[src/rtl/rmcl_pkg.sv]
// ----------------------------------------------------------------------------
// rmcl_pkg
// Shared types and constants for the RTP MIDI command list parser.
// ----------------------------------------------------------------------------
package rmcl_pkg;

  localparam int unsigned TimeW = 32;

  localparam logic [7:0]       StatusSysexStart = 8'hF0;
  localparam logic [7:0]       StatusSysexEnd   = 8'hF7;
  localparam logic [7:0]       StatusMeta       = 8'hFF;
  localparam logic [TimeW-1:0] VarlenShiftMax   = 32'h01FF_FFFF;
  localparam logic [TimeW-1:0] MetaLenBase      = 32'h7FFF_FFFE;

  typedef enum logic [6:0] {
    PH_SKIP      = 7'b000_0001,
    PH_DELTA     = 7'b000_0010,
    PH_STATUS    = 7'b000_0100,
    PH_FIXED     = 7'b000_1000,
    PH_SYSEX     = 7'b001_0000,
    PH_META_LEN  = 7'b010_0000,
    PH_META_BODY = 7'b100_0000
  } phase_t;

  typedef enum logic [2:0] {
    ERR_NONE       = 3'd0,
    ERR_BAD_STATUS = 3'd1,
    ERR_VARLEN     = 3'd2,
    ERR_TRUNCATED  = 3'd3,
    ERR_META_LONG  = 3'd4
  } err_code_t;

  // Registered input byte; base_time already holds timestamp + playout delay.
  typedef struct packed {
    logic [7:0]       data_byte;
    logic             first_of_list;
    logic             last_of_list;
    logic             z_flag;
    logic [TimeW-1:0] base_time;
  } item_t;

  typedef struct packed {
    logic [7:0]       midi_byte;
    logic [TimeW-1:0] event_time;
    logic             command_start;
    logic             command_end;
    logic             trim_byte;
    err_code_t        error_code;
  } result_t;

endpackage

[src/rtl/rmcl_in_reg.sv]
// ----------------------------------------------------------------------------
// rmcl_in_reg
// Input register with playout delay register and packet base time adder.
// ----------------------------------------------------------------------------
module rmcl_in_reg (
  input  logic                      clk,
  input  logic                      rst,
  input  logic                      cfg_wr_en,
  input  logic [31:0]               cfg_wr_data,
  input  logic                      in_valid,
  output logic                      in_ready,
  input  logic [7:0]                data_byte,
  input  logic                      first_of_list,
  input  logic                      last_of_list,
  input  logic [31:0]               packet_time,
  input  logic                      z_flag,
  input  logic                      advance,
  output logic                      item_valid,
  output rmcl_pkg::item_t           item
);
  import rmcl_pkg::*;

  logic [TimeW-1:0] playout_delay;

  assign in_ready = !item_valid || advance;

  always_ff @(posedge clk) begin
    if (rst) begin
      playout_delay <= '0;
    end else if (cfg_wr_en) begin
      playout_delay <= cfg_wr_data;
    end
  end

  always_ff @(posedge clk) begin
    if (rst) begin
      item_valid <= 1'b0;
    end else if (in_ready) begin
      item_valid <= in_valid;
    end
  end

  always_ff @(posedge clk) begin
    if (in_valid && in_ready) begin
      item.data_byte     <= data_byte;
      item.first_of_list <= first_of_list;
      item.last_of_list  <= last_of_list;
      item.z_flag        <= z_flag;
      item.base_time     <= packet_time + playout_delay;
    end
  end

endmodule

[src/rtl/rmcl_core.sv]
// ----------------------------------------------------------------------------
// rmcl_core
// Parse state, per-byte decode and result register.
// ----------------------------------------------------------------------------
module rmcl_core (
  input  logic                      clk,
  input  logic                      rst,
  input  logic                      item_valid,
  input  rmcl_pkg::item_t           item,
  output logic                      advance,
  output logic                      out_valid,
  input  logic                      out_ready,
  output rmcl_pkg::result_t         result
);
  import rmcl_pkg::*;

  phase_t           phase, phase_next;
  logic [TimeW-1:0] bytes_left, bytes_left_next;
  logic [TimeW-1:0] varlen_accum, varlen_accum_next;
  logic [2:0]       varlen_count, varlen_count_next;
  logic [TimeW-1:0] running_time, running_time_next;

  phase_t           ph_cur;
  logic [TimeW-1:0] left_cur, acc_cur, rt_cur;
  logic [2:0]       cnt_cur, cnt_inc;
  logic [TimeW-1:0] acc_shift, left_dec, meta_limit;
  logic             vl_ovf, vl_done;
  logic             have, st, en, tr, emit;
  err_code_t        err;
  logic [7:0]       b;

  assign advance = item_valid && (!out_valid || out_ready);
  assign b       = item.data_byte;

  always_comb begin
    ph_cur     = item.first_of_list ? (item.z_flag ? PH_DELTA : PH_STATUS) : phase;
    left_cur   = item.first_of_list ? '0 : bytes_left;
    acc_cur    = item.first_of_list ? '0 : varlen_accum;
    cnt_cur    = item.first_of_list ? '0 : varlen_count;
    rt_cur     = item.first_of_list ? item.base_time : running_time;

    vl_ovf     = acc_cur > VarlenShiftMax;
    vl_done    = !b[7];
    acc_shift  = {acc_cur[TimeW-8:0], b[6:0]};
    cnt_inc    = (cnt_cur == 3'd7) ? cnt_cur : cnt_cur + 3'd1;
    meta_limit = MetaLenBase - TimeW'(cnt_inc);
    left_dec   = (left_cur != '0) ? left_cur - TimeW'(1) : left_cur;

    phase_next        = ph_cur;
    bytes_left_next   = left_cur;
    varlen_accum_next = acc_cur;
    varlen_count_next = cnt_cur;
    running_time_next = rt_cur;
    have = 1'b0;
    st   = 1'b0;
    en   = 1'b0;
    tr   = 1'b0;
    err  = ERR_NONE;

    unique case (ph_cur)
      PH_DELTA: begin
        if (vl_ovf) begin
          err = ERR_VARLEN;
        end else begin
          varlen_accum_next = acc_shift;
          varlen_count_next = cnt_inc;
          if (vl_done) begin
            running_time_next = rt_cur + acc_shift;
            varlen_accum_next = '0;
            varlen_count_next = '0;
            phase_next        = PH_STATUS;
          end
        end
      end
      PH_STATUS: begin
        have = 1'b1;
        st   = 1'b1;
        unique case (b) inside
          [8'h80:8'hBF], [8'hE0:8'hEF]: begin
            bytes_left_next = TimeW'(2);
            phase_next      = PH_FIXED;
          end
          [8'hC0:8'hDF]: begin
            bytes_left_next = TimeW'(1);
            phase_next      = PH_FIXED;
          end
          StatusSysexStart, StatusSysexEnd: begin
            phase_next = PH_SYSEX;
          end
          StatusMeta: begin
            varlen_accum_next = '0;
            varlen_count_next = '0;
            phase_next        = PH_META_LEN;
          end
          default: begin
            err = ERR_BAD_STATUS;
          end
        endcase
      end
      PH_FIXED, PH_META_BODY: begin
        have            = 1'b1;
        bytes_left_next = left_dec;
        if (left_dec == '0) begin
          en         = 1'b1;
          phase_next = PH_DELTA;
        end
      end
      PH_SYSEX: begin
        have = 1'b1;
        if (b == StatusSysexStart || b == StatusSysexEnd) begin
          en         = 1'b1;
          tr         = (b == StatusSysexStart);
          phase_next = PH_DELTA;
        end
      end
      PH_META_LEN: begin
        have = 1'b1;
        if (vl_ovf) begin
          err = ERR_VARLEN;
        end else begin
          varlen_accum_next = acc_shift;
          varlen_count_next = cnt_inc;
          if (vl_done) begin
            if (acc_shift > meta_limit) begin
              err = ERR_META_LONG;
            end else if (acc_shift == '0) begin
              en         = 1'b1;
              phase_next = PH_DELTA;
            end else begin
              bytes_left_next = acc_shift;
              phase_next      = PH_META_BODY;
            end
            varlen_accum_next = '0;
            varlen_count_next = '0;
          end
        end
      end
      default: begin
        phase_next = PH_SKIP;
      end
    endcase

    if (ph_cur != PH_SKIP && err == ERR_NONE && item.last_of_list && !(have && en)) begin
      err = ERR_TRUNCATED;
    end
    if (err != ERR_NONE || (ph_cur != PH_SKIP && item.last_of_list)) begin
      phase_next = PH_SKIP;
    end
    emit = have || (err != ERR_NONE);
  end

  always_ff @(posedge clk) begin
    if (rst) begin
      phase        <= PH_SKIP;
      bytes_left   <= '0;
      varlen_accum <= '0;
      varlen_count <= '0;
      running_time <= '0;
    end else if (advance) begin
      phase        <= phase_next;
      bytes_left   <= bytes_left_next;
      varlen_accum <= varlen_accum_next;
      varlen_count <= varlen_count_next;
      running_time <= running_time_next;
    end
  end

  always_ff @(posedge clk) begin
    if (rst) begin
      out_valid <= 1'b0;
    end else if (advance) begin
      out_valid <= emit;
    end else if (out_ready) begin
      out_valid <= 1'b0;
    end
  end

  always_ff @(posedge clk) begin
    if (advance) begin
      result.midi_byte     <= b;
      result.event_time    <= running_time_next;
      result.command_start <= st && (err == ERR_NONE);
      result.command_end   <= en && (err == ERR_NONE);
      result.trim_byte     <= tr && (err == ERR_NONE);
      result.error_code    <= err;
    end
  end

  // error transactions carry no command framing
  a_err_no_flags: assert property (@(posedge clk) disable iff (rst)
    out_valid && result.error_code != ERR_NONE
      |-> !result.command_start && !result.command_end && !result.trim_byte)
    else $error("error result with command flags");

  a_trim_is_end: assert property (@(posedge clk) disable iff (rst)
    out_valid && result.trim_byte
      |-> result.command_end && result.midi_byte == StatusSysexStart)
    else $error("trim on a byte that is not a closing F0");

  a_start_is_status: assert property (@(posedge clk) disable iff (rst)
    out_valid && result.command_start |-> result.midi_byte[7])
    else $error("command start on a data byte");

  a_skip_after_error: assert property (@(posedge clk) disable iff (rst)
    advance && err != ERR_NONE |=> phase == PH_SKIP)
    else $error("parser not skipping after error");

endmodule

[src/rtl/rtp_midi_command_list_parser.sv]
// Path: a byte accepted into the input register is decoded combinationally and its
// result is registered in the result register, from which it is ready to be taken.
// Throughput: one byte per cycle while the output is not stalled; the input register and
// the result register stay full under output stall and resume without a bubble.
// Timing: the per-byte path is a 32-bit add (delta into running time), 32-bit subtracts and compares.
// Reset: synchronous; clears playout delay, parse state (skip until the next
// first byte) and both valid flags.
// ----------------------------------------------------------------------------
// rtp_midi_command_list_parser
// RTP MIDI command list parser: delta times, command sizing, timed byte output.
// ----------------------------------------------------------------------------
module rtp_midi_command_list_parser (
  input  logic        clk,
  input  logic        rst,
  input  logic        cfg_wr_en,
  input  logic [31:0] cfg_wr_data,
  input  logic        in_valid,
  output logic        in_ready,
  input  logic [7:0]  data_byte,
  input  logic        first_of_list,
  input  logic        last_of_list,
  input  logic [31:0] packet_time,
  input  logic        z_flag,
  output logic        out_valid,
  input  logic        out_ready,
  output logic [7:0]  midi_byte,
  output logic [31:0] event_time,
  output logic        command_start,
  output logic        command_end,
  output logic        trim_byte,
  output logic [2:0]  error_code
);
  import rmcl_pkg::*;

  logic    item_valid;
  logic    advance;
  item_t   item;
  result_t result;

  rmcl_in_reg u_in_reg (
    .clk           (clk),
    .rst           (rst),
    .cfg_wr_en     (cfg_wr_en),
    .cfg_wr_data   (cfg_wr_data),
    .in_valid      (in_valid),
    .in_ready      (in_ready),
    .data_byte     (data_byte),
    .first_of_list (first_of_list),
    .last_of_list  (last_of_list),
    .packet_time   (packet_time),
    .z_flag        (z_flag),
    .advance       (advance),
    .item_valid    (item_valid),
    .item          (item)
  );

  rmcl_core u_core (
    .clk        (clk),
    .rst        (rst),
    .item_valid (item_valid),
    .item       (item),
    .advance    (advance),
    .out_valid  (out_valid),
    .out_ready  (out_ready),
    .result     (result)
  );

  assign midi_byte     = result.midi_byte;
  assign event_time    = result.event_time;
  assign command_start = result.command_start;
  assign command_end   = result.command_end;
  assign trim_byte     = result.trim_byte;
  assign error_code    = result.error_code;

endmodule

[config.mk]
export PLATFORM = sky130hd
export DESIGN_NAME = rtp_midi_command_list_parser
export DESIGN_NICKNAME = d
export VERILOG_FILES = /design/src/rtl/rmcl_pkg.sv /design/src/rtl/rmcl_in_reg.sv /design/src/rtl/rmcl_core.sv /design/src/rtl/rtp_midi_command_list_parser.sv
export SDC_FILE = /design/constraint.sdc
export NUM_CORES = 1
export LEC_CHECK = 0
export BUFFER_PORTS_ARGS = -buffer_cell sky130_fd_sc_hd__buf_2
export CORE_UTILIZATION = 30
export DETAILED_ROUTE_END_ITERATION = 8
export SLEW_MARGIN = 20
export SYNTH_ARGS = -nofsm -noshare
export SYNTH_HDL_FRONTEND = slang
export SYNTH_SLANG_ARGS = --single-unit
[constraint.sdc]
create_clock -name clk -period 8.1 [get_ports clk]
set_clock_uncertainty 0.05 [all_clocks]
set_input_delay 0.81 -clock clk [delete_from_list [all_inputs] [get_ports clk]]
set_output_delay 0.81 -clock clk [all_outputs]
set_load 0.02 [all_outputs]
Word-level counts from Yosys, hierarchy flattened --
Index checks and enable logic that the tools add are counted.
Word-level totals: register bits 229, bits of input ports 80, output and inout bits 48, logic and storage cells 134
Cells by class: add/sub/neg operators 5, $lt $le $gt $ge 8, equality and inequality tests 11, muxes and demuxes 56, reductions and logical operators 35
Operators with widths (number):
- two-way mux 32 bit | 14
- case mux 32 bit (2 select lines) | 2
- case mux 32 bit (3 select lines) | 1
- two-way mux 7 bit | 10
- adder 32 bit | 2
- zero test 32 bit | 2
- case mux 7 bit (5 select lines) | 1
- greater-than comparator 32 x 25 -> 1 bit, second input constant | 1
- greater-than comparator 32 bit | 1
- nonzero test 32 bit | 1
- subtractor 31 x 3 -> 32 bit, first input constant | 1
- subtractor 32 x 1 -> 32 bit, second input constant | 1
- two-way mux 3 bit | 10
- equality test 8 bit, second input constant | 3
- >= comparator 8 bit, second input constant | 3
- less-or-equal comparator 8 bit, second input constant | 3
- case mux 7 bit (3 select lines) | 1
- logical AND 1 bit | 13
- two-way mux 1 bit | 13
- case mux 3 bit (3 select lines) | 1
- OR reduction 2 bit | 4
- equality test 7 x 2 -> 1 bit, second input constant | 1
- equality test 7 x 3 -> 1 bit, second input constant | 1
- equality test 7 x 4 -> 1 bit, second input constant | 1
- other kinds (17) | 24

Longest topological paths before layout --
depth in word-level cells 17, gate-level depth with buffers 25, mapped depth without buffers 16

By module --
A second synthesis with hierarchy kept.
Second synthesis, totals: cells, all modules 1678, area total of the unflattened synthesis 14550.2 sq um
Modules (own cells, without submodules):
- rmcl_core | times used 1, cells an instance 1283, area each 10361.2 sq um, sequential area each 3523.4 sq um
- rmcl_in_reg | times used 1, cells an instance 395, area each 4189.0 sq um, sequential area each 1951.9 sq um

Worst setup path after synthesis --
No wires, ideal clock.
path kind flip-flop to flip-flop, start point register, netlist name u_in_reg.item[34], end point register, netlist name u_core.result[36], arrival 5.023 ns, data required time 7.792 ns, setup slack 2.769 ns, stages on the path, launching flop included 21, path buffers 7, clock period less this slack 5.331 ns, cell sequence edfxtp_1 -> buf_2 -> clkbuf_1 -> buf_2 -> buf_2 -> clkbuf_1 -> buf_1 -> clkbuf_1 -> mux2i_1 -> inv_1 -> ha_1 -> and2_1 -> a221o_1 -> a21o_1 -> a311oi_1 -> o21ai_0 -> a41o_1 -> a21o_1 -> or4b_2 -> nand3_1 -> nor2_1
On the way: cells in the longest elaborated chain, start to end 5
RTL lines:
- two-way mux 32 bit, on equally long branches | line rmcl_core.sv:40, rmcl_core.sv:38
- adder 32 bit | line rmcl_core.sv:68 | running_time_next = rt_cur + acc_shift;
- two-way mux 32 bit | line rmcl_core.sv:67 | if (vl_done) begin
- two-way mux 32 bit | line rmcl_core.sv:62 | if (vl_ovf) begin
- two-way mux 32 bit (*) | line rmcl_core.sv:60 | unique case (ph_cur)
- net u_core.running_time_next[30] | line rmcl_core.sv:21 | logic [TimeW-1:0] running_time, running_time_next;
The timed path passes the listed nets; every way through them passes the cells marked *. A chain may end at the register's enable or synchronous reset.

Worst setup path in the final report --
start point register, netlist name u_in_reg.item[34], end point register, netlist name u_core.result[32]
On the way: cells in the longest elaborated chain, start to end 5
RTL lines (line):
- two-way mux 32 bit, on equally long branches | rmcl_core.sv:40, rmcl_core.sv:38
- adder 32 bit | rmcl_core.sv:68
- two-way mux 32 bit | rmcl_core.sv:67
- two-way mux 32 bit | rmcl_core.sv:62
- two-way mux 32 bit (*) | rmcl_core.sv:60
- net u_core.running_time_next[26] | rmcl_core.sv:21
Marks and branches as above.

==> impl_metrics.json <==
{
  "wl_um": 45260,
  "finalCritPeriodShare_pct": 58.79,
  "die_height_um": 222.2,
  "final_cell_mix": "207 x nor2_1, 154 x a21oi_1, 140 x dfxtp_1, 129 x nand2_1, 126 x buf_2",
  "synth.area.top_cells": "dfxtp_1 19%, edfxtp_1 18%, ha_1 6.0%",
  "worst_slew_pin_slew_ns": 1.044,
  "synth_compound_area_share_pct": 22.15,
  "maxCapViolations": 0,
  "antenna_found_initial": 0,
  "grt.total_usage_pct": 17.99,
  "drcViolationCount": 0,
  "postSynthCellCount": 1698,
  "pwr_density_cell_nw_per_um2": 196.1,
  "synthMuxAreaShare_pct": 5.453,
  "synth_top_family_by_area": "compound AO/OA/AOI/OAI gates",
  "status": "finished, final reports clean",
  "cts_tree": "built",
  "ys.flop_type": "dfxtp_1",
  "ys_types": 85,
  "final_common_cell": "nor2_1",
  "power.total_uw": 3282,
  "ios": 128,
  "numPortBuffers": 127,
  "vias": 13370,
  "dieArea_um2": 49380,
  "firstDrtPassIters": 8,
  "min_period_ns": 4.762,
  "detail-route-antenna-nets": 0,
  "final_hold_viol_count": 0,
  "drt_iter0_drc": 1179,
  "cts.clk_slew.worst_paths_ns": 0.06,
  "clockRootBuffer": "clkbuf_16",
  "syn_area_um2": 14550,
  "fin_cells": 2421,
  "r2r_slack_ns": 3.34,
  "setup_viol": 0,
  "syn_nets": 1850,
  "cts_buffers": 29,
  "num_antenna_cells": 0,
  "gp_congestion": 0.9082,
  "dpl.cell_count": 2367,
  "crit_required_ns": 8.35,
  "grt_pass1_vias": 12830,
  "dieWidth_um": 222.2,
  "place_hpwl_um": 32500,
  "ctsHoldBuffers": 0,
  "synth-xor-area-share_pct": 3.913,
  "cts.sinks": 229,
  "criticalPathCategory": "reg2reg",
  "cts_buffer_depth": 3,
  "crit_arrival_ns": 5.01,
  "syn_avg_cell_area_um2": 8.568,
  "htree_levels": 1,
  "setup_ws_ns": 3.338,
  "synth_simple_gate_area_share_pct": 20.53,
  "cp_max_fo": 130,
  "cts_setup_buffers": 0,
  "async_flop_share_pct": 0,
  "tns_ns": 0,
  "yosys.area.top_type_share_pct": 19.27,
  "fmax_mhz": 210.0,
  "num_rows": 80,
  "ctsResizeCount": 0,
  "hp-class": "in2reg",
  "clk_latency_ns": 0.57,
  "core-area_um2": 47750,
  "wire_per_inst_um": 18.69,
  "irDropWorstVdd_mv": 0.1528,
  "drive_gt1_share_pct": 14.12,
  "initial_core_util_pct": 30.47,
  "area_growth_pct": 15.07,
  "overflow": 0,
  "fin_nets": 1935,
  "yosysWarnings": 0,
  "grt_pass1_wl_um": 71860,
  "end_kind": "flop",
  "synthAdderAreaFrac_pct": 6.296,
  "grt_max_degree": 131,
  "place_ws_ns": 3.445,
  "yosys.area.top_type": "dfxtp_1",
  "report.final.slew_viol_count": 0,
  "yosysSeqAreaShare_pct": 37.64,
  "slew_headroom_pct": 30.41,
  "synth_edf_count": 89,
  "rsz0062_at_grt": "false",
  "leakage_uw": 0.006702,
  "via_per_inst": 5.520,
  "start_kind": "flop",
  "synth_seq_cells": 229
}
-- where the power goes --
part,total (uW),internal [uW],switching (uW)
Clock,1320,802,518
Sequential,1320,1280,45.6
Combinational,638,240,398
-- metal layers --
metal  routed length (um)  share of wire [%]  up-vias  global-route usage (%)
met4                 1009                2.2        0                   4.525
met3                 2495                5.5       83                   2.751
li1                     -                  -     6479                       -
met1                20600                 46     6388                   24.42
met5                    0                  0        -                       0
met2                21160                 47      415                   29.70
-- cell families (layout without fill, tap and decap cells) --
logic type      after synthesis  in the layout
compound gates              500            500
xor+xnor                     65             65
fa+ha+maj                    72             72
buf+inv                     149            257
flops                       229            229
mux                          76             76
simple gates                607            607
-- final cells by class --
cell class | count | area (um2)
sequential | 229 | 5475
clock buffer | 41 | 820.8
fill | 4864 | 31010
inverter | 56 | 212.7
timing repair buffer | 147 | 800.8
clock inverter | 13 | 155.1
multi-input combinational | 1320 | 8506
tap | 615 | 769.5
-- per-stage QoR --
stage / instance area, um2 / utilization (%) / hold WS, ns
CTS: 16740 / 35.06 / 0.3394
floorplan: 14550 / - / 0.3818
detailed placement: 15760 / 33.02 / 0.3985
finish: 16740 / 35.06 / 0.3632
global placement: 15760 / 33.02 / 0.3921
global route: 16740 / 35.06 / 0.3512
-- final timing paths --
kind / from / end / depth (start not counted)
setup reg to reg: u_in_reg.item[34] / u_core.result[32] / 15
hold reg to reg: u_core.running_time[17] / u_core.running_time[17] / 2
hold / removal: data_byte[0] / u_in_reg.item[35] / 1
setup / recovery: u_in_reg.item[34] / u_core.result[32] / 15
-- sequential cells by signal, indices dropped and copies added, names as in the netlist --
| name | count |
|---|---|
| u_core.running_time | 32 |
| u_core.out_valid | 1 |
| u_core.result | 46 |
| u_in_reg.item | 43 |
| u_core.bytes_left | 32 |
| u_core.varlen_count | 3 |
| u_core.phase | 7 |
| u_core.varlen_accum | 32 |
| u_in_reg.playout_delay | 32 |
| u_in_reg.item_valid | 1 |
-- worst max-delay path: stages (launching register included) --
cell,delay (ns)
edfxtp_1,0.37
buf_12,0.43
mux2_2,0.30
ha_1,0.19
inv_1,0.06
fa_1,0.39
nor2b_1,0.18
o211ai_1,0.10
a21boi_0,0.22
o21ai_0,0.18
a31oi_1,0.63
a41o_1,0.40
a21o_1,0.23
nor3_1,0.09
o311ai_0,0.44
nand2_1,0.09
-- cells in the mapped netlist, types with 9 or more instances --
master    number
o211ai_1      14
a21oi_1      154
dfxtp_1      140
ha_1          70
nand2b_1      17
nor4_1        26
or4_1         11
mux2i_1       50
and2_1         9
mux2_2        25
xnor2_1       46
nor2b_1       42
o21ai_0      104
o21a_1        12
xor2_1        19
clkbuf_1      71
nor2_1       208
nand2_1      129
a22oi_1       43
and3_1        17
inv_1         56
nand4_1       18
buf_1         13
nand3_1       32
a211oi_1      16
edfxtp_1      89
a21o_1        25
nor3_1        51
a31oi_1       18
No activity file was read; power rests on OpenSTA's default activity.
